**src/rtl/core/vcpa_pkg.sv**
```systemverilog
// shared types and constants for the voice channel pool allocator
package vcpa_pkg;

    localparam int NUM_CHANNELS = 32;
    localparam int KEY_BITS     = 16;

    localparam int CHAN_BITS = 5;
    localparam int CH_W      = (NUM_CHANNELS > 1) ? $clog2(NUM_CHANNELS) : 1;
    localparam int CNT_W     = $clog2(NUM_CHANNELS + 1);
    localparam int FIFO_W    = (CH_W > CHAN_BITS) ? CH_W : CHAN_BITS;
    localparam int MAP_W     = KEY_BITS + CHAN_BITS;

    localparam logic [1:0] MODE_ASSIGN  = 2'd0;
    localparam logic [1:0] MODE_ADD     = 2'd1;
    localparam logic [1:0] MODE_RELEASE = 2'd2;
    localparam logic [1:0] MODE_QUERY   = 2'd3;

    typedef struct packed {
        logic [1:0]  mode;
        logic [15:0] source_id;
        logic [4:0]  channel_in;
        logic        stop_flag;
    } t_req;

    typedef struct packed {
        logic       ok;
        logic [4:0] channel_out;
        logic       was_playing;
        logic       stop_source;
        logic [5:0] active_count;
        logic [5:0] free_count;
    } t_rsp;

endpackage

```
**src/rtl/core/vcpa_ram.sv**
```systemverilog
// generic single-port-write, single-port-read ram with registered read data
module vcpa_ram #(
    parameter int WIDTH = 8,
    parameter int DEPTH = 32
) (
    input  logic                     i_clk,
    input  logic                     i_we,
    input  logic [$clog2(DEPTH)-1:0] i_waddr,
    input  logic [WIDTH-1:0]         i_wdata,
    input  logic                     i_re,
    input  logic [$clog2(DEPTH)-1:0] i_raddr,
    output logic [WIDTH-1:0]         o_rdata
);

    logic [WIDTH-1:0] r_mem [DEPTH];
    logic [WIDTH-1:0] r_rdata;

    always_ff @(posedge i_clk) begin
        if (i_we) begin
            r_mem[i_waddr] <= i_wdata;
        end
        if (i_re) begin
            r_rdata <= r_mem[i_raddr];
        end
    end

    assign o_rdata = r_rdata;

endmodule

```
**src/rtl/core/voice_channel_pool_allocator.sv**
```systemverilog
// Voice channel pool allocator: hands out voice channels from a FIFO free list and keeps a
// source-to-channel table. After reset the block loads the free list with channels
// 0..NUM_CHANNELS-1 and accepts no transaction until then. Each transaction is
// accepted in ST_IDLE, scans the table in ST_SCAN and completes in ST_EXEC.
// The table memory is scanned one entry per cycle through its single read port. A
// last scan step compares the read data of the last entry, and ST_EXEC then applies
// the update and loads the output register once that register is free or being drained.
// The next transaction can be accepted in the same cycle as the result appears. One
// transaction is in flight at a time; a finished result may wait in the output register
// while the next transaction is accepted and scanned.
module voice_channel_pool_allocator (
    input  logic           i_clk,
    input  logic           i_rst_n,
    input  logic           i_in_valid,
    output logic           o_in_ready,
    input  vcpa_pkg::t_req i_in_data,
    output logic           o_out_valid,
    input  logic           i_out_ready,
    output vcpa_pkg::t_rsp o_out_data
);

    localparam logic [1:0] ST_INIT = 2'd0;
    localparam logic [1:0] ST_IDLE = 2'd1;
    localparam logic [1:0] ST_SCAN = 2'd2;
    localparam logic [1:0] ST_EXEC = 2'd3;

    localparam int CH_W   = vcpa_pkg::CH_W;
    localparam int CNT_W  = vcpa_pkg::CNT_W;
    localparam int NCH    = vcpa_pkg::NUM_CHANNELS;
    localparam int KB     = vcpa_pkg::KEY_BITS;
    localparam int CB     = vcpa_pkg::CHAN_BITS;
    localparam int FIFO_W = vcpa_pkg::FIFO_W;
    localparam int MAP_W  = vcpa_pkg::MAP_W;

    localparam logic [CNT_W-1:0] CNT_FULL = CNT_W'(NCH);
    localparam logic [CH_W-1:0]  IDX_LAST = CH_W'(NCH - 1);

    logic [1:0]       r_state, n_state;
    logic [CNT_W-1:0] r_cnt, n_cnt;
    vcpa_pkg::t_req   r_item;
    logic [KB-1:0]    r_key;
    logic             r_found, n_found;
    logic [CH_W-1:0]  r_slot, n_slot;
    logic [CB-1:0]    r_slot_chan, n_slot_chan;
    logic             r_have_free, n_have_free;
    logic [CH_W-1:0]  r_free_slot, n_free_slot;
    logic [CH_W-1:0]  r_head, n_head;
    logic [CH_W-1:0]  r_tail, n_tail;
    logic [CNT_W-1:0] r_free_level, n_free_level;
    logic [CNT_W-1:0] r_map_count, n_map_count;
    logic [NCH-1:0]   r_map_vld, n_map_vld;
    logic             r_out_valid, n_out_valid;
    vcpa_pkg::t_rsp   r_out, n_out;

    logic              w_accept;
    logic              w_commit;
    logic [CH_W-1:0]   w_cmp_idx;
    logic [KB-1:0]     w_rd_key;
    logic [CB-1:0]     w_rd_chan;

    logic              w_fifo_we;
    logic [CH_W-1:0]   w_fifo_waddr;
    logic [FIFO_W-1:0] w_fifo_wdata;
    logic [FIFO_W-1:0] w_fifo_rdata;
    logic              w_map_we;
    logic              w_map_re;
    logic [MAP_W-1:0]  w_map_rdata;

    assign o_in_ready  = (r_state == ST_IDLE);
    assign w_accept    = i_in_valid && o_in_ready;
    assign w_commit    = (r_state == ST_EXEC) && (!r_out_valid || i_out_ready);
    assign w_cmp_idx   = CH_W'(r_cnt - CNT_W'(1));
    assign w_rd_key    = w_map_rdata[MAP_W-1 -: KB];
    assign w_rd_chan   = w_map_rdata[CB-1:0];
    assign w_map_re    = (r_state == ST_SCAN) && (r_cnt != CNT_FULL);

    // free list, loaded with channel numbers in order after reset
    vcpa_ram #(
        .WIDTH (FIFO_W),
        .DEPTH (NCH)
    ) u_free_ram (
        .i_clk   (i_clk),
        .i_we    (w_fifo_we),
        .i_waddr (w_fifo_waddr),
        .i_wdata (w_fifo_wdata),
        .i_re    (w_accept),
        .i_raddr (r_head),
        .o_rdata (w_fifo_rdata)
    );

    // source table: key and channel per slot, validity kept in flops
    vcpa_ram #(
        .WIDTH (MAP_W),
        .DEPTH (NCH)
    ) u_map_ram (
        .i_clk   (i_clk),
        .i_we    (w_map_we),
        .i_waddr (r_free_slot),
        .i_wdata ({r_key, r_item.channel_in}),
        .i_re    (w_map_re),
        .i_raddr (r_cnt[CH_W-1:0]),
        .o_rdata (w_map_rdata)
    );

    always_comb begin
        n_state      = r_state;
        n_cnt        = r_cnt;
        n_found      = r_found;
        n_slot       = r_slot;
        n_slot_chan  = r_slot_chan;
        n_have_free  = r_have_free;
        n_free_slot  = r_free_slot;
        n_head       = r_head;
        n_tail       = r_tail;
        n_free_level = r_free_level;
        n_map_count  = r_map_count;
        n_map_vld    = r_map_vld;
        n_out_valid  = r_out_valid;
        n_out        = r_out;
        w_fifo_we    = 1'b0;
        w_fifo_waddr = r_tail;
        w_fifo_wdata = FIFO_W'(r_slot_chan);
        w_map_we     = 1'b0;

        if (r_out_valid && i_out_ready) begin
            n_out_valid = 1'b0;
        end

        case (r_state)
            ST_INIT: begin
                w_fifo_we    = 1'b1;
                w_fifo_waddr = r_cnt[CH_W-1:0];
                w_fifo_wdata = FIFO_W'(r_cnt[CH_W-1:0]);
                n_cnt        = r_cnt + CNT_W'(1);
                if (r_cnt[CH_W-1:0] == IDX_LAST) begin
                    n_cnt   = '0;
                    n_state = ST_IDLE;
                end
            end
            ST_IDLE: begin
                if (w_accept) begin
                    n_cnt       = '0;
                    n_found     = 1'b0;
                    n_have_free = 1'b0;
                    n_state     = ST_SCAN;
                end
            end
            ST_SCAN: begin
                // read data belongs to the slot issued in the previous cycle
                if (r_cnt != '0) begin
                    if (!r_found && r_map_vld[w_cmp_idx] && (w_rd_key == r_key)) begin
                        n_found     = 1'b1;
                        n_slot      = w_cmp_idx;
                        n_slot_chan = w_rd_chan;
                    end
                    if (!r_have_free && !r_map_vld[w_cmp_idx]) begin
                        n_have_free = 1'b1;
                        n_free_slot = w_cmp_idx;
                    end
                end
                if (r_cnt == CNT_FULL) begin
                    n_state = ST_EXEC;
                end else begin
                    n_cnt = r_cnt + CNT_W'(1);
                end
            end
            ST_EXEC: begin
                if (w_commit) begin
                    n_out.ok          = 1'b0;
                    n_out.channel_out = '0;
                    n_out.was_playing = 1'b0;
                    n_out.stop_source = 1'b0;
                    case (r_item.mode)
                        vcpa_pkg::MODE_ASSIGN: begin
                            if (r_found) begin
                                n_out.ok          = 1'b1;
                                n_out.was_playing = 1'b1;
                                n_out.channel_out = r_slot_chan;
                            end else if (r_free_level != '0) begin
                                n_out.ok          = 1'b1;
                                n_out.channel_out = w_fifo_rdata[CB-1:0];
                                n_head       = (r_head == IDX_LAST) ? '0 : r_head + CH_W'(1);
                                n_free_level = r_free_level - CNT_W'(1);
                            end
                        end
                        vcpa_pkg::MODE_ADD: begin
                            if (r_found) begin
                                n_out.channel_out = r_slot_chan;
                            end else if (r_have_free) begin
                                w_map_we               = 1'b1;
                                n_map_vld[r_free_slot] = 1'b1;
                                n_map_count            = r_map_count + CNT_W'(1);
                                n_out.ok               = 1'b1;
                                n_out.channel_out      = r_item.channel_in;
                            end
                        end
                        vcpa_pkg::MODE_RELEASE: begin
                            if (r_found) begin
                                n_out.ok          = 1'b1;
                                n_out.channel_out = r_slot_chan;
                                n_out.stop_source = r_item.stop_flag;
                                // push is dropped when the free list is already full
                                if (r_free_level != CNT_FULL) begin
                                    w_fifo_we    = 1'b1;
                                    n_tail       = (r_tail == IDX_LAST) ? '0 : r_tail + CH_W'(1);
                                    n_free_level = r_free_level + CNT_W'(1);
                                end
                                n_map_vld[r_slot] = 1'b0;
                                n_map_count       = r_map_count - CNT_W'(1);
                            end
                        end
                        vcpa_pkg::MODE_QUERY: begin
                            if (r_found) begin
                                n_out.ok          = 1'b1;
                                n_out.channel_out = r_slot_chan;
                            end
                        end
                        default: begin
                            n_out.ok = 1'b0;
                        end
                    endcase
                    n_out.active_count = 6'(n_map_count);
                    n_out.free_count   = 6'(n_free_level);
                    n_out_valid        = 1'b1;
                    n_state            = ST_IDLE;
                end
            end
            default: begin
                n_state = ST_INIT;
            end
        endcase
    end

    always_ff @(posedge i_clk) begin
        if (!i_rst_n) begin
            r_state      <= ST_INIT;
            r_cnt        <= '0;
            r_found      <= 1'b0;
            r_have_free  <= 1'b0;
            r_head       <= '0;
            r_tail       <= '0;
            r_free_level <= CNT_FULL;
            r_map_count  <= '0;
            r_map_vld    <= '0;
            r_out_valid  <= 1'b0;
        end else begin
            r_state      <= n_state;
            r_cnt        <= n_cnt;
            r_found      <= n_found;
            r_have_free  <= n_have_free;
            r_head       <= n_head;
            r_tail       <= n_tail;
            r_free_level <= n_free_level;
            r_map_count  <= n_map_count;
            r_map_vld    <= n_map_vld;
            r_out_valid  <= n_out_valid;
        end
    end

    always_ff @(posedge i_clk) begin
        r_slot      <= n_slot;
        r_slot_chan <= n_slot_chan;
        r_free_slot <= n_free_slot;
        r_out       <= n_out;
        if (w_accept) begin
            r_item <= i_in_data;
            r_key  <= KB'(i_in_data.source_id);
        end
    end

    assign o_out_valid = r_out_valid;
    assign o_out_data  = r_out;

    // table count tracks the valid bits
    a_count_matches_valid: assert property (@(posedge i_clk) disable iff (!i_rst_n)
        (32'(r_map_count) == 32'($countones(r_map_vld))))
        else $error("map count differs from number of valid slots");

    a_free_level_bound: assert property (@(posedge i_clk) disable iff (!i_rst_n)
        (r_free_level <= CNT_FULL))
        else $error("free list level above channel count");

    a_accept_starts_scan: assert property (@(posedge i_clk) disable iff (!i_rst_n)
        w_accept |=> (r_state == ST_SCAN) && (r_cnt == '0))
        else $error("accepted transaction did not start a scan");

    a_commit_loads_output: assert property (@(posedge i_clk) disable iff (!i_rst_n)
        w_commit |=> r_out_valid && (r_state == ST_IDLE))
        else $error("commit did not present a result");

endmodule

```
**config.mk**
```make
export PLATFORM = sky130hd
export DESIGN_NAME = voice_channel_pool_allocator
export DESIGN_NICKNAME = d
export VERILOG_FILES = /design/src/rtl/core/vcpa_pkg.sv /design/src/rtl/core/vcpa_ram.sv /design/src/rtl/core/voice_channel_pool_allocator.sv
export SDC_FILE = /design/constraint.sdc
export NUM_CORES = 1
export LEC_CHECK = 0
export BUFFER_PORTS_ARGS = -buffer_cell sky130_fd_sc_hd__buf_2
export CELL_PAD_IN_SITES_DETAIL_PLACEMENT = 0
export CELL_PAD_IN_SITES_GLOBAL_PLACEMENT = 1
export CORE_UTILIZATION = 54
export CTS_CLUSTER_SIZE = 16
export DETAILED_ROUTE_END_ITERATION = 6
export GPL_ROUTABILITY_DRIVEN = 0
export PLACE_DENSITY = 0.85
export SYNTH_ARGS = -nofsm -noshare
export SYNTH_HDL_FRONTEND = slang
export SYNTH_HIERARCHICAL = 1
export SYNTH_SLANG_ARGS = --single-unit
```
**constraint.sdc**
```tcl
create_clock -name i_clk -period 4.3 [get_ports i_clk]
set_input_delay 0.215 -clock i_clk [delete_from_list [all_inputs] [get_ports i_clk]]
set_output_delay 0.215 -clock i_clk [all_outputs]
set_load 0.1 [all_outputs]
```
# After elaboration in Yosys (flattened, before gate mapping)
# Memory sizes are Yosys's and may differ from the RTL's. A register that Yosys moved wholly into a read port is not among the register bits.
# Cells that the tools add are included.
# W data, S select, Z words.
# totals
mem_bits_ro,0
output_inout_bits,22
register_bits,124
mem_bits_rw,832
elab_cells,163
memories,2
latch_bits,0
# memory_table
name,words,width,rd,rd_clocked_by_memory_dff,write_ports,line_no,text
u_map_ram.r_mem,32,21,1,1,1,vcpa_ram.sv:15,logic [WIDTH-1:0] r_mem [DEPTH];
u_free_ram.r_mem,32,5,1,1,1,vcpa_ram.sv:15,
# op_classes
magnitude_cmp,5
n_mux,64
shifts,0
n_reduce_logical,33
bitwise_logic,4
n_addsub,8
n_div,0
multipliers,0
eq_ne,24
# op_table
op,count
$mux W32,3
$mux W6,14
$pmux W32 S2,1
$pmux W6 S3,2
$and A32 B32 Y32,1
$not A32 Y32,1
$or A32 B32 Y32,1
$mux W1,26
$mux W5,5
$pmux W6 S2,2
$add A6 B1 Y6 const B,3
$lt A5 B6 Y1 const B,3
$eq A16 B16 Y1,1
$eq A5 B5 Y1 const B,3
$ne A2 B2 Y1 const B,6
$ne A6 B6 Y1 const B,2
$reduce_and A4 Y1,3
$reduce_bool A6 Y1,2
$sub A6 B1 Y6 const B,2
$add A5 B1 Y5 const B,2
$demux W1 S5,2
$ge A5 B1 Y1 const B,2
$ne A2 B1 Y1 const B,5
$reduce_and A5 Y1,2
other kinds (19),44

# Depth between registers and ports, before layout
# Gate-level depths: netlist of the first run.
# depth
ltp_word,8
depth_mapped,10

# By module
# Netlist of the first run, hierarchy kept.
# by_module_without_submodules
module,seq_area_each_um2,instances,cells_per_inst,area_each_um2
vcpa_ram at u_map_ram,20810.0,1,1481,26962.1
vcpa_ram at u_free_ram,4954.8,1,277,6394.9
voice_channel_pool_allocator,3072.9,1,666,6267.3

# Worst setup path before layout of the first run
# No wires, ideal clock.
# synth_timing
kind,register -> register
startpoint,register r_cnt[0]
endpoint,register r_state[1]
path_slack_ns,1.030
t_required_ns,4.172
stages_incl_launch_ff,8
arrival_ns,3.143
n_path_buf,0
path_cell_list,dfxtp_1 inv_1 ha_1 nor4b_2 a21boi_0 a2111oi_2 mux2i_1 nor2_1
# synth_via
elab_chain_len,3
elab_cells_between_ends,5
# synth_lines
element,line_no,text
start: declaration,voice_channel_pool_allocator.sv:39,"logic [CNT_W-1:0] r_cnt, n_cnt;"
start signal: assignment,voice_channel_pool_allocator.sv:248,r_cnt <= n_cnt;
$eq A6 B6 Y1 or $eq A5 B5 Y1 (tied branches),"voice_channel_pool_allocator.sv:161, voice_channel_pool_allocator.sv:135",
$ne A2 B1 Y1 (no line) or $ne A2 B2 Y1 (tied branches),-,
$reduce_and A4 Y1 (no line) *,-,
end signal: assignment,voice_channel_pool_allocator.sv:247,r_state <= n_state;
end: declaration,voice_channel_pool_allocator.sv:38,"logic [1:0] r_state, n_state;"
# Mark *: on every way between the ends. The rest lies on a longest branch, timed or not.
# A chain may end at the register's enable or synchronous reset.

# Final worst setup path of the first run
# layout_timing
startpoint,register r_item[23] (netlist name)
endpoint,memory u_map_ram/r_mem[8][5] (netlist name) (enable)
# layout_via
elab_chain_len,6
# layout_lines
element,line_no,text
start: declaration,voice_channel_pool_allocator.sv:40,vcpa_pkg::t_req r_item;
start signal: assignment,voice_channel_pool_allocator.sv:266,r_item <= i_in_data;
$eq A2 B1 Y1,voice_channel_pool_allocator.sv:173,case (r_item.mode)
$mux W1,voice_channel_pool_allocator.sv:173,
$mux W1,voice_channel_pool_allocator.sv:168,if (w_commit) begin
$mux W1,voice_channel_pool_allocator.sv:129,case (r_state)
net w_map_we,voice_channel_pool_allocator.sv:65,logic w_map_we;
$mux W1,vcpa_ram.sv:19,if (i_we) begin
$mux W1 (not written as such),vcpa_ram.sv:20,r_mem[i_waddr] <= i_wdata;
end: declaration,vcpa_ram.sv:15,
# The timed path passes the listed nets, and every way through them passes these cells.

==> results.env, run 1 <==
MET3WIRELENGTH_UM=8930
DOMINANTREGCELLSYNTH='sky130_fd_sc_hd__edfxtp_1'
RSZ_0062_RAISED_AFTER_GLOBAL_ROUTING='no'
SYNTH_SIMPLE_GATE_AREA_FRAC=0.0555
CTS_TREE='done'
CLOCK_LATENCY_PS=660
AVERAGE_INSTANCE_AREA_AFTER_SYNTHESIS_UM2=16.3
CLKTRANSATPATHREGS_PS=60
DIE-WIDTH_UM=273
REG2REG_SETUP_SLACK_PS=860
SYNTH.NET_COUNT=2474
SETUP_VIOL=0
FIN_CRIT_PS=3440
SYNTH.MUX.AREA_FRACTION=0.120
POST_DRT_WL_PER_CELL_UM=26.0
R2R_START='r_item[23]'
DRV_SLEW=0
CLOCK_TREE.HTREE_LEVEL_COUNT=3
TIMING.FINAL.CRIT_SHARE=0.800
ROUTED_WIRELENGTH_UM=93600
SYNTH_TOP_FAMILY_BY_AREA='multiplexers'
OUTCOME='finished, final reports clean'
R2R_CELLS=7
FINAL_DESIGN_AREA_NO_FILL_UM2=44900
YOSYS.AREA_SHARE.ADDER=0.00695
POST_SYNTHESIS_COMPOUND_GATE_AREA_FRACTION=0.0614
VIAS_PER_CELL=6.32
HOLD_WC_PATH_TYPE='input pin to flop'
ASYNC_FLOP_SHARE=0
YS_SEQ_ELEMENTS=982
DRC_ERRORS=0
GR-USAGE-ALL-LAYERS=0.251
CRITICAL_PATH.REG2REG.ENDPOINT='u_map_ram/r_mem[8][5]'
WORST_SETUP_PATH_START_KIND='flop'
MET1WIRELENGTH_UM=38300
SLEW_HEADROOM=0.181
FINAL_LAYOUT_SIZE_SUFFIX_GT1_FRAC=0.163
GLOBALROUTE.TOTALOVERFLOW=0
WORST_EP_ARRIVAL_TIME_PS=3770
FINALNETCOUNT=2619
GRT_PASS1_VIAS=22400
POST_CTS_BUFFERS=0
MAX_FREQ_MHz=291
ANTENNA_VIOLATION_NET_COUNT_AFTER_DETAILED_ROUTING=0
FLOORPLAN.DIE_AREA_UM2=74500
NUMBER_OF_BUFFERS_INSERTED_DURING_CLOCK_TREE_SYNTHESIS=97
YS_TYPES=72
START_UTIL=0.550
TOPROUTINGLAYERUSED='met4'
CHIPHEIGHT_UM=273
DETAILROUTE.VIA_COUNT=22800
PLACEMENTROWS=98
TYPE_OF_THE_SETUP_PATH_WITH_THE_LEAST_SLACK='flop to flop'
SYNTH_XOR_AREA_FRAC=0.00508
TIMING_HOLD_VIOLATIONS_FINAL=0
DRT_ITER0_DRC=2807
AREA_GROWTH_SYN_TO_LAYOUT_PCT=13.2
WORSTPATHREQUIRED_PS=4630
SYNTHESIS.INSTANCES=2424
DETAILEDPLACEMENTHPWL_UM=54300
PATH_MAX_FANOUT=13
SYNTH_EDF_COUNT=917
NUMBER_OF_ANTENNA_VIOLATIONS_AT_THE_FIRST_CHECK_IN_GLOBAL_ROUTING=1
YS_WARN_COUNT=6
NUMPORTBUFFERS=49
WORST_CASE_SETUP_SLACK_AFTER_PLACEMENT_PS=909
GRT_PASS1_WL_UM=140000
POWER.DENSITY_nW_PER_UM2=556
CLOCK_SKEW_AFTER_LAYOUT_PS=29.7
SEQ_AREA_FRAC_SYNTH=0.728
DRT-PASS1-ITER-COUNT=5
IOS=50
WORSTSETUPENDPOINTTYPE='flop'
PLACEMENT.CELL_AREA_UM2=41200
CLOCK_SINK_COUNT=982
CRITICAL_PATH.STARTPOINT='r_item[23]'
SYNTHESIS.AREA_UM2=39600
CORE_AREA_UM2=72100
CLOCKROOTBUFFER='sky130_fd_sc_hd__clkbuf_16'
CTSLONGESTPATHBUFFERS=3
DRV.MAX_CAP_VIOLATION_COUNT=0
LARGEST_NET_DEGREE_AT_THE_START_OF_GLOBAL_ROUTING=141
HOLD_WS_PS=271
PEAKVDDDROP_mV=0.440
WORST_SLACK_PS=859
P_LEAK_uW=0.0148
ROUTED-WL-MET2_UM=43300
SETUP-TNS-FINAL_PS=0
TIMING_WORST_SLEW_PIN_VALUE_PS=1230
CRITICAL_PATH_DESTINATION='u_map_ram/r_mem[8][5]'
[cell usage after synthesis (7+ instances only)]
cell | n | area share
sky130_fd_sc_hd__a21oi_1 | 101 | 0.013
sky130_fd_sc_hd__a22o_1 | 44 | 0.0097
sky130_fd_sc_hd__a22oi_1 | 89 | 0.017
sky130_fd_sc_hd__a31oi_1 | 25 | 0.0039
sky130_fd_sc_hd__buf_1 | 8 | 0.00076
sky130_fd_sc_hd__buf_2 | 23 | 0.0029
sky130_fd_sc_hd__buf_4 | 10 | 0.0019
sky130_fd_sc_hd__buf_6 | 22 | 0.0063
sky130_fd_sc_hd__clkbuf_1 | 58 | 0.0055
sky130_fd_sc_hd__dfxtp_1 | 65 | 0.033
sky130_fd_sc_hd__edfxtp_1 | 917 | 0.69
sky130_fd_sc_hd__ha_1 | 22 | 0.0069
sky130_fd_sc_hd__inv_1 | 32 | 0.0030
sky130_fd_sc_hd__mux2_2 | 20 | 0.0057
sky130_fd_sc_hd__mux2i_1 | 342 | 0.086
sky130_fd_sc_hd__mux4_2 | 50 | 0.028
sky130_fd_sc_hd__nand2_1 | 130 | 0.012
sky130_fd_sc_hd__nand3_1 | 65 | 0.0082
sky130_fd_sc_hd__nand3b_1 | 18 | 0.0034
sky130_fd_sc_hd__nand4_1 | 28 | 0.0044
sky130_fd_sc_hd__nor2_1 | 118 | 0.011
sky130_fd_sc_hd__nor2b_1 | 7 | 0.0011
sky130_fd_sc_hd__nor3_1 | 34 | 0.0043
sky130_fd_sc_hd__o21ai_0 | 57 | 0.0072
sky130_fd_sc_hd__o22ai_1 | 10 | 0.0016
sky130_fd_sc_hd__or3_1 | 7 | 0.0011
sky130_fd_sc_hd__or3b_2 | 7 | 0.0015
sky130_fd_sc_hd__xnor2_1 | 8 | 0.0018
sky130_fd_sc_hd__xor2_1 | 15 | 0.0033
[worst min path at each step]
stage / start / to / slack, ps / cells after the start
6_report: i_in_data[9] / r_key[3] / 270 / 2
3_3_place_gp: i_in_data[5] / r_item[5] / 390 / 1
2_1_floorplan: i_in_data[0] / r_item[0] / 310 / 0
4_1_cts: i_in_data[4] / r_item[4] / 240 / 2
5_1_grt: i_in_data[10] / r_key[4] / 260 / 2
3_5_place_dp: i_in_data[10] / r_key[4] / 390 / 1
[report_power, final]
| group | switching (uW) | internal (uW) | leakage (uW) |
|---|---|---|---|
| clock network | 3570 | 5250 | 0.00163 |
| registers | 134 | 11100 | 0.00882 |
| logic | 3170 | 1750 | 0.00434 |
[worst max-delay path: stages, from the launching register on]
cell and delay [ps]:
sky130_fd_sc_hd__edfxtp_1 430, sky130_fd_sc_hd__inv_1 100, sky130_fd_sc_hd__ha_1 350, sky130_fd_sc_hd__nand3b_1 290, sky130_fd_sc_hd__nor2_1 470, sky130_fd_sc_hd__or3b_2 660, sky130_fd_sc_hd__nor2_2 480, sky130_fd_sc_hd__buf_4 330
[final cells by class]
cell class / count / area [um2]
well taps: 950 / 1190
flip-flops and latches: 982 / 28800
multi-input cells: 1279 / 10000
inverters: 34 / 128
repair buffers: 175 / 1320
clock inverters: 62 / 781
fillers: 5039 / 27200
diodes: 2 / 5.00
clock buffers: 118 / 2580
[repair_timing]
item	in CTS	in global routing
hold buffers	27	0
endpoints found under the hold margin	37	0
resized for setup	0	0
[metal layers]
layer | vias up | track usage
li1 | 9822 | -
met1 | 11500 | 0.366
met2 | 1256 | 0.387
met3 | 179 | 0.0384
met4 | 0 | 0.0911
met5 | - | 0
[state kept, by name, summed over array words and instances (netlist names)]
| name | count |
|---|---|
| r_found | 1 |
| r_head | 5 |
| u_free_ram/r_mem | 160 |
| u_map_ram/o_rdata | 21 |
| r_slot | 5 |
| r_map_vld | 32 |
| r_key | 16 |
| r_state | 2 |
| r_slot_chan | 5 |
| r_map_count | 6 |
| u_map_ram/r_mem | 672 |
| u_free_ram/o_rdata | 5 |
| r_have_free | 1 |
| o_out_data | 20 |
| o_out_valid | 1 |
| r_free_level | 6 |
| r_tail | 5 |
| r_item | 8 |
| r_cnt | 6 |
| r_free_slot | 5 |
[cells in the final DEF (no fill, tap or decap), types with 50 or more instances in the layout]
cell type,count
sky130_fd_sc_hd__dfxtp_1,63
sky130_fd_sc_hd__mux4_2,50
sky130_fd_sc_hd__buf_4,94
sky130_fd_sc_hd__nand3_1,65
sky130_fd_sc_hd__nor2_1,85
sky130_fd_sc_hd__o21ai_0,52
sky130_fd_sc_hd__edfxtp_1,917
sky130_fd_sc_hd__nand2_1,130
sky130_fd_sc_hd__a21oi_1,101
sky130_fd_sc_hd__mux2i_1,342
sky130_fd_sc_hd__a22oi_1,89
sky130_fd_sc_hd__clkbuf_16,99
[kinds of logic after synthesis]
logic type / count (synthesis)
XOR/XNOR: 23
AND/OR/NAND/NOR: 455
adder cells (fa/ha/maj): 22
buffers and inverters: 163
AO/OA/AOI/OAI: 367
multiplexers: 412
flip-flops: 982
[per-stage QoR]
step                      utilization  total power (uW)  std cells
after floorplan                     -             15000       2424
after global placement          0.572             16100       3393
after detailed placement        0.572             16300       3393
after CTS                       0.622             25000       3600
after global routing            0.622             25700       3600
final                           0.622             25000       3602
Note: power is estimated with default switching activity, not from simulation.
==> run 2, diff against run 1 <==
==> constraint.sdc (replaced) <==
create_clock -name i_clk -period 3.6 [get_ports i_clk]
set_input_delay 0.18 -clock i_clk [delete_from_list [all_inputs] [get_ports i_clk]]
set_output_delay 0.18 -clock i_clk [all_outputs]
set_load 0.1 [all_outputs]
==> results.env, run 2 (synthesis results as in run 1) <==
OUTCOME='finished, final reports clean'
NUMPORTBUFFERS=49
LARGEST_NET_DEGREE_AT_THE_START_OF_GLOBAL_ROUTING=109
WORSTHOLDSTART='i_in_data[9]'
NUMBER_OF_BUFFERS_INSERTED_DURING_CLOCK_TREE_SYNTHESIS=96
DRV.MAX_CAP_VIOLATION_COUNT=0
CRITICAL_PATH_DESTINATION='u_free_ram/r_mem[6][0]'
TIMING_HOLD_VIOLATIONS_FINAL=0
START_UTIL=0.550
MIN_DELAY_PATH_DEPTH=2
R2R_CELLS=8
TYPE_OF_THE_SETUP_PATH_WITH_THE_LEAST_SLACK='flop to flop'
CP_SLOWEST_STAGE_DELAY_PS=570
CRITICAL_PATH.REG2REG.ENDPOINT='u_free_ram/r_mem[6][0]'
POST_CTS_BUFFERS=0
PLACEMENTROWS=98
PEAKVDDDROP_mV=0.716
GRT_PASS1_VIAS=22300
FINALNETCOUNT=2618
DETAILEDPLACEMENTHPWL_UM=54600
SLOWEST_STAGE='sky130_fd_sc_hd__nand3b_1'
AREA_GROWTH_SYN_TO_LAYOUT_PCT=12.8
SETUP-TNS-FINAL_PS=0
WORST_EP_ARRIVAL_TIME_PS=3730
ANTENNA_VIOLATION_NET_COUNT_AFTER_DETAILED_ROUTING=0
CTSLONGESTPATHBUFFERS=3
GRT_PASS1_WL_UM=136000
ROUTED_WIRELENGTH_UM=90700
CRIT_PATH_CELL_TRACE='inv_1 -> ha_1 -> nor4b_2 -> a21oi_1 -> nand2_1 -> a21oi_1 -> nand3b_1 -> nor2_1'
CLOCK_SINK_COUNT=982
P_LEAK_uW=0.0147
SLEW_HEADROOM=0.0296
POST_DRT_WL_PER_CELL_UM=25.2
ANTENNADIODECOUNT=0
R2R_START='r_free_level[0]'
CRIT_CELLS=8
RSZ_0062_RAISED_AFTER_GLOBAL_ROUTING='no'
DRV_SLEW=0
REGISTERS_WITH_THE_HIGHEST_FLIP_FLOP_COUNTS='u_map_ram/r_mem: 672 flops, u_free_ram/r_mem: 160 flops, r_map_vld: 32 flops'
SEQCELLAREA_UM2=28800
FILLERS=5071
WORSTSETUPENDPOINTTYPE='flop'
POWER.DENSITY_nW_PER_UM2=661
FINAL_CELL_MIX='917 x sky130_fd_sc_hd__edfxtp_1, 342 x sky130_fd_sc_hd__mux2i_1, 130 x sky130_fd_sc_hd__nand2_1'
FLIP_FLOP_COUNT_OF_THE_LARGEST_REGISTER_ALL_COPIES_AND_WORDS_ADDED=672
DRC_ERRORS=0
LAYOUT.CELLS.MOST_COMMON='sky130_fd_sc_hd__edfxtp_1'
IOS=50
CLOCK_TREE.HTREE_LEVEL_COUNT=3
WORST_SLACK_PS=159
CLOCK_LATENCY_PS=670
DRT-PASS1-ITER-COUNT=6
TIMING.FINAL.CRIT_SHARE=0.956
TIMING_WORST_SLEW_PIN_VALUE_PS=1440
PATH_MAX_FANOUT=8
FIN_CRIT_PS=3440
WORST_CASE_SETUP_SLACK_AFTER_PLACEMENT_PS=304
SETUP_VIOL=0
MULTI_INPUT_COMBINATIONAL_CELL_AREA_UM2=10000
REG2REG_SETUP_SLACK_PS=160
CLOCK_SKEW_AFTER_LAYOUT_PS=41.0
GLOBALROUTE.TOTALOVERFLOW=0
BUFFERS_INVERTERS_ON_CRITICAL_PATH=1
CLKTRANSATPATHREGS_PS=60
CORE_AREA_UM2=72100
DRT_ITER0_DRC=2355
FINAL_LAYOUT_SIZE_SUFFIX_GT1_FRAC=0.156
CLOCKROOTBUFFER='sky130_fd_sc_hd__clkbuf_16'
GR-USAGE-ALL-LAYERS=0.245
CTS_TREE='done'
CRITICAL_PATH.STARTPOINT='r_free_level[0]'
MAX_FLOP_REGISTER='u_map_ram/r_mem'
DETAILROUTE.VIA_COUNT=22400
MAX_FREQ_MHz=291
FLOORPLAN.DIE_AREA_UM2=74500
CP_COMMON_CELL='sky130_fd_sc_hd__a21oi_1'
WORST_SETUP_PATH_START_KIND='flop'
CRITPATHTOPFAMILY='simple AND/OR/NAND/NOR gates'
DIE-WIDTH_UM=273
WORSTPATHREQUIRED_PS=3890
HOLD_WS_PS=230
CHIPHEIGHT_UM=273
NUMBER_OF_ANTENNA_VIOLATIONS_AT_THE_FIRST_CHECK_IN_GLOBAL_ROUTING=1
VIAS_PER_CELL=6.24
HOLD_WC_PATH_TYPE='input pin to flop'
-- run 2: cell count changes in the layout (fill, tap and decap cells not counted), moves of 2 or more --
cell / previous run / this run
sky130_fd_sc_hd__buf_12: 5 / 9
sky130_fd_sc_hd__buf_4: 94 / 90
sky130_fd_sc_hd__bufinv_16: 16 / 12
sky130_fd_sc_hd__clkbuf_1: 16 / 23
sky130_fd_sc_hd__clkbuf_16: 99 / 96
sky130_fd_sc_hd__clkinv_1: 16 / 21
sky130_fd_sc_hd__clkinv_2: 15 / 12
sky130_fd_sc_hd__clkinvlp_4: 6 / 3
sky130_fd_sc_hd__diode_2: 2 / 0
sky130_fd_sc_hd__inv_6: 5 / 1
-- run 2: metal layers --
layer	share of wire	wire, um	global-route usage
met1	0.41	37100	0.341
met4	0.025	2270	0.0822
met3	0.079	7210	0.0426
met2	0.49	44100	0.395
met5	0.00011	10	0
-- run 2: final cells by class --
cell class / count / area share
Multi-Input combinational cell: 1279 / 0.224
Sequential cell: 982 / 0.645
Clock inverter: 53 / 0.0137
Clock buffer: 122 / 0.0566
Timing Repair Buffer: 175 / 0.0307
Inverter: 34 / 0.00286
Tap cell: 950 / 0.0266
-- run 2: worst register-to-register path, cell delays in order (launching register included) --
cell                       delay (ps)
sky130_fd_sc_hd__dfxtp_1          470
sky130_fd_sc_hd__inv_1            120
sky130_fd_sc_hd__ha_1             220
sky130_fd_sc_hd__nor4b_2          200
sky130_fd_sc_hd__a21oi_1          230
sky130_fd_sc_hd__nand2_1          230
sky130_fd_sc_hd__a21oi_1          490
sky130_fd_sc_hd__nand3b_1         570
sky130_fd_sc_hd__nor2_1           570
-- run 2: worst min-delay path by stage --
stage	endpoint	slack (ps)
global route	r_key[3]	230
CTS	r_item[4]	190
global placement	r_item[5]	360
floorplan	r_item[0]	280
detailed placement	r_key[14]	360
finish	r_key[3]	230
-- run 2: timing repair --
item,4_1_cts,5_1_grt
gates resized for setup,0,0
hold buffers,27,0
hold endpoints to repair,36,0
-- run 2: per-stage QoR --
stage	util	std cells	power (uW)	instance area (um2)
floorplan	-	2424	17900	39600
global placement	0.572	3393	19600	41300
detailed placement	0.572	3393	19700	41300
CTS	0.620	3595	29600	44700
global route	0.620	3595	30500	44700
finish	0.620	3595	29500	44700
-- run 2: where the power goes --
part           internal (uW)  leakage, uW  switching [uW]
clock                   5830      0.00152            4120
combinational           2150      0.00435            4050
sequential             13200      0.00882             165
